**config.mk**
```make
export PLATFORM = sky130hd
export DESIGN_NAME = debounced_key_event_fsm
export DESIGN_NICKNAME = d
export VERILOG_FILES = /design/src/rtl/dkev_pkg.sv /design/src/rtl/dkev_hard_lane.sv /design/src/rtl/dkev_soft_lane.sv /design/src/rtl/dkev_merge.sv /design/src/rtl/debounced_key_event_fsm.sv
export SDC_FILE = /design/constraint.sdc
export NUM_CORES = 1
export LEC_CHECK = 0
export ABC_AREA = 0
export BUFFER_PORTS_ARGS = -buffer_cell sky130_fd_sc_hd__buf_2
export CELL_PAD_IN_SITES_DETAIL_PLACEMENT = 1
export CELL_PAD_IN_SITES_GLOBAL_PLACEMENT = 1
export CORE_ASPECT_RATIO = 0.9
export CORE_MARGIN = 3
export CORE_UTILIZATION = 49
export CTS_CLUSTER_SIZE = 16
export DETAILED_ROUTE_END_ITERATION = 10
export GPL_TIMING_DRIVEN = 0
export PLACE_DENSITY = 0.92
export SETUP_SLACK_MARGIN = 0.05
export SLEW_MARGIN = 20
export SYNTH_ARGS = -nofsm -noshare
export SYNTH_HDL_FRONTEND = slang
export SYNTH_HIERARCHICAL = 1
export SYNTH_SLANG_ARGS = --single-unit
```
**constraint.sdc**
```tcl
create_clock -name clk -period 4.4 [get_ports clk]
set_input_delay 0.88 -clock clk [delete_from_list [all_inputs] [get_ports clk]]
set_output_delay 0.88 -clock clk [all_outputs]
set_load 0.03 [all_outputs]
```
**src/rtl/dkev_pkg.sv**
```systemverilog
package dkev_pkg;

	localparam int NUM_HARD_KEYS = 4;
	localparam int NUM_SOFT_KEYS = 6;

	localparam int HARD_ID_W   = 2;
	localparam int MAP_ENTRY_W = 5;
	localparam int MAP_W       = 30;
	localparam int CNT_W       = 8;
	localparam int SOFT_IDX_W  = 3;
	localparam int PADDR_W     = 5;

	localparam logic [CNT_W-1:0] CNT_MAX = '1;

	typedef logic [NUM_HARD_KEYS-1:0] hard_vec_t;
	typedef logic [CNT_W-1:0]         cnt_t;

	typedef enum logic [2:0] {
		ST_IDLE   = 3'd0,
		ST_BLOCK  = 3'd1,
		ST_PRESS  = 3'd2,
		ST_LONG   = 3'd3,
		ST_BROKEN = 3'd4
	} soft_state_t;

	typedef enum logic [1:0] {
		VIEW_UP    = 2'd0,
		VIEW_DOWN  = 2'd1,
		VIEW_BREAK = 2'd2
	} view_t;

	typedef enum logic [1:0] {
		EV_DOWN    = 2'd0,
		EV_LSTART  = 2'd1,
		EV_LHOLD   = 2'd2,
		EV_RELEASE = 2'd3
	} key_ev_t;

	typedef enum logic [2:0] {
		REG_IDLE_LEVELS = 3'd0,
		REG_FILTER      = 3'd1,
		REG_LONG_PRESS  = 3'd2,
		REG_HOLD        = 3'd3,
		REG_KEY_MAP     = 3'd4
	} reg_idx_t;

	typedef struct packed {
		logic    vld;
		key_ev_t code;
	} soft_ev_t;

	function automatic cnt_t bump(input cnt_t c);
		return (c != CNT_MAX) ? c + cnt_t'(1) : c;
	endfunction

	function automatic hard_vec_t hard_pos(input logic [HARD_ID_W-1:0] id);
		hard_vec_t p;
		p = '0;
		if (32'(id) < NUM_HARD_KEYS)
			p[id] = 1'b1;
		return p;
	endfunction

endpackage

```
**src/rtl/dkev_hard_lane.sv**
```systemverilog
module dkev_hard_lane (
	input  logic                clk,
	input  logic                arst_n,
	input  logic                tick,
	input  logic                raw,
	input  logic                rest_level,
	input  dkev_pkg::cnt_t      filter_ticks,
	output logic                status
);
	import dkev_pkg::*;

	cnt_t cnt_q;
	logic status_q;
	cnt_t cnt_inc;
	logic pressed;

	assign pressed = raw ^ rest_level;
	assign cnt_inc = bump(cnt_q);
	assign status  = status_q;

	always_ff @(posedge clk or negedge arst_n) begin
		if (!arst_n) begin
			cnt_q    <= '0;
			status_q <= 1'b0;
		end else if (tick) begin
			if (pressed != status_q) begin
				if (cnt_inc >= filter_ticks) begin
					cnt_q    <= '0;
					status_q <= ~status_q;
				end else begin
					cnt_q <= cnt_inc;
				end
			end else begin
				cnt_q <= '0;
			end
		end
	end

endmodule

```
**src/rtl/dkev_soft_lane.sv**
```systemverilog
module dkev_soft_lane (
	input  logic                                clk,
	input  logic                                arst_n,
	input  logic                                step,
	input  dkev_pkg::hard_vec_t                 status,
	input  logic [dkev_pkg::MAP_ENTRY_W-1:0]    map_entry,
	input  dkev_pkg::cnt_t                      long_press_ticks,
	input  dkev_pkg::cnt_t                      hold_ticks,
	output dkev_pkg::soft_ev_t                  ev
);
	import dkev_pkg::*;

	soft_state_t state_q, state_d;
	cnt_t        hold_q, hold_d;
	cnt_t        hold_inc, lim;
	view_t       view;
	hard_vec_t   pos_p, pos_s;
	logic        composite;

	assign composite = map_entry[4];
	assign pos_p     = hard_pos(map_entry[1:0]);
	assign pos_s     = hard_pos(map_entry[3:2]);
	assign hold_inc  = bump(hold_q);
	assign lim       = (state_q == ST_PRESS) ? long_press_ticks : hold_ticks;

	always_comb begin
		if (!composite) begin
			if ((status & ~pos_p) != '0)
				view = VIEW_BREAK;
			else if ((status & pos_p) != '0)
				view = VIEW_DOWN;
			else
				view = VIEW_UP;
		end else begin
			if ((status & ~(pos_p | pos_s)) != '0)
				view = VIEW_BREAK;
			else if ((status & pos_p) != '0)
				view = ((status & pos_s) != '0) ? VIEW_DOWN : VIEW_UP;
			else if ((status & pos_s) != '0)
				view = VIEW_BREAK;
			else
				view = VIEW_UP;
		end
	end

	always_comb begin
		state_d = state_q;
		hold_d  = hold_q;
		ev.vld  = 1'b0;
		ev.code = EV_DOWN;
		case (state_q)
			ST_IDLE: begin
				if (view == VIEW_BREAK) begin
					state_d = ST_BLOCK;
				end else if (view == VIEW_DOWN) begin
					ev.vld  = 1'b1;
					ev.code = EV_DOWN;
					hold_d  = '0;
					state_d = ST_PRESS;
				end
			end
			ST_BLOCK: begin
				if (view == VIEW_UP)
					state_d = ST_IDLE;
			end
			ST_PRESS, ST_LONG: begin
				if (view == VIEW_BREAK) begin
					state_d = ST_BROKEN;
				end else if (view == VIEW_DOWN) begin
					hold_d = hold_inc;
					if (hold_inc >= lim) begin
						ev.vld  = 1'b1;
						ev.code = (state_q == ST_PRESS) ? EV_LSTART : EV_LHOLD;
						hold_d  = '0;
						state_d = ST_LONG;
					end
				end else begin
					ev.vld  = 1'b1;
					ev.code = EV_RELEASE;
					state_d = ST_IDLE;
				end
			end
			ST_BROKEN: begin
				if (view == VIEW_UP) begin
					ev.vld  = 1'b1;
					ev.code = EV_RELEASE;
					state_d = ST_IDLE;
				end
			end
			default: begin
				state_d = ST_IDLE;
			end
		endcase
	end

	always_ff @(posedge clk or negedge arst_n) begin
		if (!arst_n) begin
			state_q <= ST_IDLE;
			hold_q  <= '0;
		end else if (step) begin
			state_q <= state_d;
			hold_q  <= hold_d;
		end
	end

endmodule

```
**src/rtl/dkev_merge.sv**
```systemverilog
module dkev_merge (
	input  logic                                            clk,
	input  logic                                            arst_n,
	input  logic                                            load,
	input  dkev_pkg::soft_ev_t [dkev_pkg::NUM_SOFT_KEYS-1:0] evs,
	output logic                                            free,
	output logic                                            out_valid,
	input  logic                                            out_ready,
	output logic [dkev_pkg::SOFT_IDX_W-1:0]                 soft_key,
	output logic [1:0]                                      key_event,
	output logic                                            last_of_tick
);
	import dkev_pkg::*;

	logic [NUM_SOFT_KEYS-1:0] mask_q;
	key_ev_t                  code_q [NUM_SOFT_KEYS];
	logic [NUM_SOFT_KEYS-1:0] mask_rest;
	logic [SOFT_IDX_W-1:0]    idx;

	// lowest pending lane first
	always_comb begin
		idx = '0;
		for (int k = NUM_SOFT_KEYS - 1; k >= 0; k--) begin
			if (mask_q[k])
				idx = SOFT_IDX_W'(k);
		end
	end

	assign mask_rest    = mask_q & (mask_q - NUM_SOFT_KEYS'(1));
	assign out_valid    = mask_q != '0;
	assign last_of_tick = mask_rest == '0;
	assign soft_key     = idx;
	assign key_event    = code_q[idx];
	assign free         = !out_valid || (out_ready && last_of_tick);

	always_ff @(posedge clk or negedge arst_n) begin
		if (!arst_n) begin
			mask_q <= '0;
		end else if (load) begin
			for (int k = 0; k < NUM_SOFT_KEYS; k++)
				mask_q[k] <= evs[k].vld;
		end else if (out_valid && out_ready) begin
			mask_q <= mask_rest;
		end
	end

	always_ff @(posedge clk) begin
		if (load) begin
			for (int k = 0; k < NUM_SOFT_KEYS; k++)
				code_q[k] <= evs[k].code;
		end
	end

endmodule

```
**src/rtl/debounced_key_event_fsm.sv**
```systemverilog
// Key event engine: each accepted tick carries the raw levels of the hard keys. The tick is
// debounced in the cycle it is accepted and registered in stage 1; the soft key machines all
// step together once the merge stage is free, and the events they raise (at most one per
// soft key) then leave one beat per cycle while out_ready is set, in soft key order, the last
// beat of a tick flagged by last_of_tick. A new tick is taken every cycle while ticks raise
// at most one event and out_ready is set; more events hold the next tick in stage 1 until
// the last beat is taken. Configure through the APB port only while no tick is in flight.
module debounced_key_event_fsm (
	input  logic                                clk,
	input  logic                                arst_n,
	input  logic                                psel,
	input  logic                                penable,
	input  logic                                pwrite,
	input  logic [dkev_pkg::PADDR_W-1:0]        paddr,
	input  logic [31:0]                         pwdata,
	output logic [31:0]                         prdata,
	output logic                                pready,
	input  logic                                in_valid,
	output logic                                in_ready,
	input  logic [dkev_pkg::NUM_HARD_KEYS-1:0]  raw_levels,
	output logic                                out_valid,
	input  logic                                out_ready,
	output logic [dkev_pkg::SOFT_IDX_W-1:0]     soft_key,
	output logic [1:0]                          key_event,
	output logic                                last_of_tick
);
	import dkev_pkg::*;

	hard_vec_t              rest_levels_q;
	cnt_t                   filter_ticks_q;
	cnt_t                   long_press_q;
	cnt_t                   hold_ticks_q;
	logic [MAP_W-1:0]       key_map_q;
	logic                   tick_s1;
	logic                   tick;
	logic                   free;
	logic                   step;
	logic                   wr;
	reg_idx_t               reg_sel;
	hard_vec_t              status;
	soft_ev_t [NUM_SOFT_KEYS-1:0] evs;

	assign pready  = 1'b1;
	assign wr      = psel && penable && pwrite;
	assign reg_sel = reg_idx_t'(paddr[PADDR_W-1:2]);

	always_ff @(posedge clk or negedge arst_n) begin
		if (!arst_n) begin
			rest_levels_q  <= hard_vec_t'(7);
			filter_ticks_q <= cnt_t'(2);
			long_press_q   <= cnt_t'(100);
			hold_ticks_q   <= cnt_t'(5);
			key_map_q      <= MAP_W'(925992992);
		end else if (wr) begin
			case (reg_sel)
				REG_IDLE_LEVELS: rest_levels_q  <= pwdata[NUM_HARD_KEYS-1:0];
				REG_FILTER:      filter_ticks_q <= pwdata[CNT_W-1:0];
				REG_LONG_PRESS:  long_press_q   <= pwdata[CNT_W-1:0];
				REG_HOLD:        hold_ticks_q   <= pwdata[CNT_W-1:0];
				REG_KEY_MAP:     key_map_q      <= pwdata[MAP_W-1:0];
				default: begin
				end
			endcase
		end
	end

	always_comb begin
		case (reg_sel)
			REG_IDLE_LEVELS: prdata = 32'(rest_levels_q);
			REG_FILTER:      prdata = 32'(filter_ticks_q);
			REG_LONG_PRESS:  prdata = 32'(long_press_q);
			REG_HOLD:        prdata = 32'(hold_ticks_q);
			REG_KEY_MAP:     prdata = 32'(key_map_q);
			default:         prdata = '0;
		endcase
	end

	// debounced status only moves on a new tick, so it still matches the tick in stage 1
	assign step     = tick_s1 && free;
	assign in_ready = !tick_s1 || free;
	assign tick     = in_valid && in_ready;

	always_ff @(posedge clk or negedge arst_n) begin
		if (!arst_n)
			tick_s1 <= 1'b0;
		else if (in_ready)
			tick_s1 <= in_valid;
	end

	for (genvar i = 0; i < NUM_HARD_KEYS; i++) begin : g_hard
		dkev_hard_lane u_hard (
			.clk          (clk),
			.arst_n       (arst_n),
			.tick         (tick),
			.raw          (raw_levels[i]),
			.rest_level   (rest_levels_q[i]),
			.filter_ticks (filter_ticks_q),
			.status       (status[i])
		);
	end

	for (genvar k = 0; k < NUM_SOFT_KEYS; k++) begin : g_soft
		dkev_soft_lane u_soft (
			.clk              (clk),
			.arst_n           (arst_n),
			.step             (step),
			.status           (status),
			.map_entry        (key_map_q[k*MAP_ENTRY_W +: MAP_ENTRY_W]),
			.long_press_ticks (long_press_q),
			.hold_ticks       (hold_ticks_q),
			.ev               (evs[k])
		);
	end

	dkev_merge u_merge (
		.clk          (clk),
		.arst_n       (arst_n),
		.load         (step),
		.evs          (evs),
		.free         (free),
		.out_valid    (out_valid),
		.out_ready    (out_ready),
		.soft_key     (soft_key),
		.key_event    (key_event),
		.last_of_tick (last_of_tick)
	);

endmodule
```
==> flow_metrics.env <==
export IMPL_post_cts_repair_setup_buffers=0
export IMPL_arrival_ps=4420
export IMPL_clock_latency_ps=450
export IMPL_cts_resized=0
export IMPL_die_x_um=191
export IMPL_detailroute_via_count=14400
export IMPL_grtUsageTotal_pct=31.9
export IMPL_grt_overflow_total=0
export IMPL_synth_compound_area_share_pct=21.5
export IMPL_dieArea_um2=33000
export IMPL_leakage_uw=0.00722
export IMPL_ws_path_type="register to register"
export IMPL_avgViaCountPerCell=6.67
export IMPL_path_clk_slew_ps=80
export IMPL_rsz0062_at_grt="no"
export IMPL_numCtsBuffers=17
export IMPL_f_max_ghz=0.246
export IMPL_fin_worst_skew_ps=14.5
export IMPL_wirelength_um=52700
export IMPL_period_needed_ps=4060
export IMPL_cts_hold_buffers=0
export IMPL_ys_seq_elements=179
export IMPL_cp_required_ps=4760
export IMPL_detail_route_iter0_violations=1431
export IMPL_netlist_area_um2=15100
export IMPL_r2r_cells=11
export IMPL_placement_io_buffers=79
export IMPL_ir_worst_vdd_mv=0.422
export IMPL_hold_path_class="input port to asynchronous set/reset pin"
export IMPL_synth_top_cell_by_area="sky130_fd_sc_hd__dfrtp_1"
export IMPL_status="complete, no violations"
export IMPL_design_core_area_um2=30200
export IMPL_worst_setup_path_start_kind="register"
export IMPL_power_per_cell_area_nw_per_um2=536
export IMPL_number_of_synthesized_flops_with_an_enable_pin=12
export IMPL_crit_end_element="register"
export IMPL_synth_area_in_adders_pct=9.14
export IMPL_netlist_area_leader_share_pct=24.3
export IMPL_fraction_of_layout_cells_with_a_size_suffix_above_1_pct=19.7
export IMPL_syn_area_per_cell_um2=9.19
export IMPL_detail_route_antenna_nets=0
export IMPL_num_antenna_cells=0
export IMPL_main_area_contributors_after_synthesis="sky130_fd_sc_hd__dfrtp_1, sky130_fd_sc_hd__ha_1, sky130_fd_sc_hd__mux2_2, sky130_fd_sc_hd__mux2i_1, sky130_fd_sc_hd__dfstp_2"
export IMPL_finalNetCount=1905
export IMPL_start_util_pct=50.1
export IMPL_cts_root_buf="sky130_fd_sc_hd__clkbuf_16"
export IMPL_synth_warning_count=6
export IMPL_parity_gate_share_of_the_synthesized_area_counting_xor_and_xnor_cells_pct=2.03
export IMPL_die_height_um=173
export IMPL_worst_pin_slew_ps=1040
export IMPL_finalWorstSetupSlack_ps=342
export IMPL_yosysSeqAreaShare_pct=30.2
export IMPL_number_of_endpoints_with_negative_hold_slack_in_the_final_report=0
export IMPL_slew_viol_final=0
export IMPL_globalplace_congestion=0.915
export IMPL_rows=60
export IMPL_worst_slew_margin_rel_pct=30.2
export IMPL_worstReg2RegStart="g_soft[5].u_soft/state_q[2]"
export IMPL_grt_start_max_net_pins=74
export IMPL_post_synth_inst_count=1646
export IMPL_synth_top_family_by_area="compound AO/OA/AOI/OAI gates"
export IMPL_fillCellCount=3518
export IMPL_most_used_flip_flop_cell_after_synthesis="sky130_fd_sc_hd__dfrtp_1"
export IMPL_finalSetupTns_ps=0
export IMPL_wire_length_of_the_first_global_routing_pass_um=85100
export IMPL_cts_buffer_depth=2
export IMPL_grt_pass1_vias=15500
export IMPL_setup_viol_count_final=0
export IMPL_grt_antenna_before_repair=0
export IMPL_yosys_area_share_simple_pct=20.5
export IMPL_first_pass_drt_iterations=5
export IMPL_post_synth_num_cell_types=102
export IMPL_yosys_mux_area_fraction_pct=11.8
export IMPL_dp_slack_ps=496
export IMPL_timing_final_crit_share_pct=92.2
export IMPL_clock_sink_count=179
export IMPL_postSynth_asyncResetShare_pct=93.3
export IMPL_post_synth_most_frequent_cells="sky130_fd_sc_hd__dfrtp_1, sky130_fd_sc_hd__nand2_1, sky130_fd_sc_hd__nor2_1, sky130_fd_sc_hd__ha_1, sky130_fd_sc_hd__inv_1"
export IMPL_cts_tree="done"
export IMPL_drt_wirelength_per_cell_um=24.4
export IMPL_io_pins=89
export IMPL_reg2reg_to="g_soft[5].u_soft/hold_q[0]"
export IMPL_dpl_hpwl_um=36200
export IMPL_flow_area_growth_from_synthesis_pct=10.6
export IMPL_reg2reg_slack_ps=340
export IMPL_maxCapViolations=0
export IMPL_synthMostInstantiatedCell="sky130_fd_sc_hd__dfrtp_1"
export IMPL_drcViolationCount=0
export IMPL_h_tree_depth=4
export IMPL_critical_path_peak_fanout=10
-- worst max-delay path, cell delays in order (launching register included) --
cell and delay [ps]:
sky130_fd_sc_hd__dfrtp_1 440, sky130_fd_sc_hd__clkbuf_1 250, sky130_fd_sc_hd__nor3_1 410, sky130_fd_sc_hd__clkbuf_1 600, sky130_fd_sc_hd__mux2i_1 330, sky130_fd_sc_hd__ha_1 320
sky130_fd_sc_hd__a21o_2 260, sky130_fd_sc_hd__a2111oi_2 460, sky130_fd_sc_hd__a21boi_4 420, sky130_fd_sc_hd__buf_6 190, sky130_fd_sc_hd__nand2_1 70, sky130_fd_sc_hd__a31oi_1 200
-- logic make-up after synthesis --
kind of cell,Yosys count
and+or+nand+nor,577
muxes,148
other,2
AOI/OAI and AO/OA,436
DFF,179
xor gates and xnor gates,35
adders and majority gates,111
buffers and inverters,158
-- cell usage in the layout (no fill, tap or decap), drive strengths merged, types with 11 or more instances in the layout --
master | synthesis | final
buf | 42 | 124
a21oi | 72 | 72
a32o | 11 | 11
mux2 | 82 | 82
nor2b | 32 | 32
a211oi | 15 | 15
nand4 | 23 | 23
nand2 | 119 | 119
nor3 | 45 | 45
mux2i | 54 | 54
nand2b | 49 | 49
o31ai | 41 | 41
or2 | 15 | 15
a22o | 24 | 24
a31oi | 37 | 37
and3 | 26 | 26
nor2 | 119 | 119
ha | 109 | 109
xor2 | 19 | 19
mux4 | 12 | 12
o21ai | 66 | 66
o22ai | 16 | 16
o21a | 27 | 27
edfxtp | 12 | 12
nand3 | 64 | 64
xnor2 | 16 | 16
dfrtp | 147 | 147
a22oi | 12 | 12
dfstp | 20 | 20
inv | 95 | 105
clkbuf | 21 | 40
a21o | 24 | 24
and2 | 35 | 35
-- flip-flops by register name (all words and copies together) (netlist names) --
signal	count
tick_s1	1
filter_ticks_q	8
u_merge/code_q	12
g_hard.u_hard/status	4
hold_ticks_q	8
g_hard.u_hard/cnt_q	32
long_press_q	8
key_map_q	30
rest_levels_q	4
g_soft.u_soft/state_q	18
g_soft.u_soft/hold_q	48
u_merge/mask_q	6
-- how the worst max path moves through the flow --
| stage | depth (start not counted) | to | start | slack (ps) |
|---|---|---|---|---|
| after global placement | 8 | g_soft[5].u_soft/hold_q[4] | out_ready | -810 |
| final | 11 | g_soft[5].u_soft/hold_q[0] | g_soft[5].u_soft/state_q[2] | 340 |
| after global routing | 13 | g_soft[5].u_soft/hold_q[4] | key_map_q[25] | 110 |
| after floorplan | 7 | g_soft[5].u_soft/hold_q[0] | out_ready | 600 |
| after detailed placement | 12 | u_merge/mask_q[5] | g_soft[5].u_soft/state_q[2] | 500 |
| after CTS | 12 | g_soft[5].u_soft/hold_q[4] | g_hard[2].u_hard/status | 310 |
-- area by class of cell --
type	count	area, um2	share of cell area, %
plain buffers	63	380	2.27
multi-input cells	1310	9840	58.8
flip-flops and latches	179	4570	27.3
clock buffers	19	453	2.71
inverters	95	357	2.13
clock inverters	13	158	0.942
well taps	403	504	3.01
repair buffers	82	480	2.87
-- layer usage --
| layer | part of all wire [%] | wire (um) | track usage, % | up-vias |
|---|---|---|---|---|
| met4 | 5.0 | 2630 | 15.3 | 0 |
| met5 | 0 | 0 | 0 | - |
| met2 | 48 | 25500 | 53.2 | 656 |
| met3 | 6.1 | 3190 | 5.53 | 201 |
| met1 | 41 | 21400 | 39.9 | 7220 |
| li1 | - | - | - | 6347 |
-- stage by stage --
step	util (%)	total power [uW]	instance area [um2]	cells	hold WS [ps]
CTS	55.5	8880	16700	2164	272
floorplan	-	5710	15100	1647	495
global route	55.5	9500	16700	2164	270
finish	55.5	8970	16700	2164	276
global placement	53.1	6610	16000	2129	508
detailed placement	53.4	7070	16100	2132	518
-- where the power goes --
group	total (uW)	switching (uW)	internal [uW]
Combinational	4530	2660	1870
Sequential	2770	715	2050
Clock	1670	777	891
Note: power is estimated with default switching activity, not from simulation.
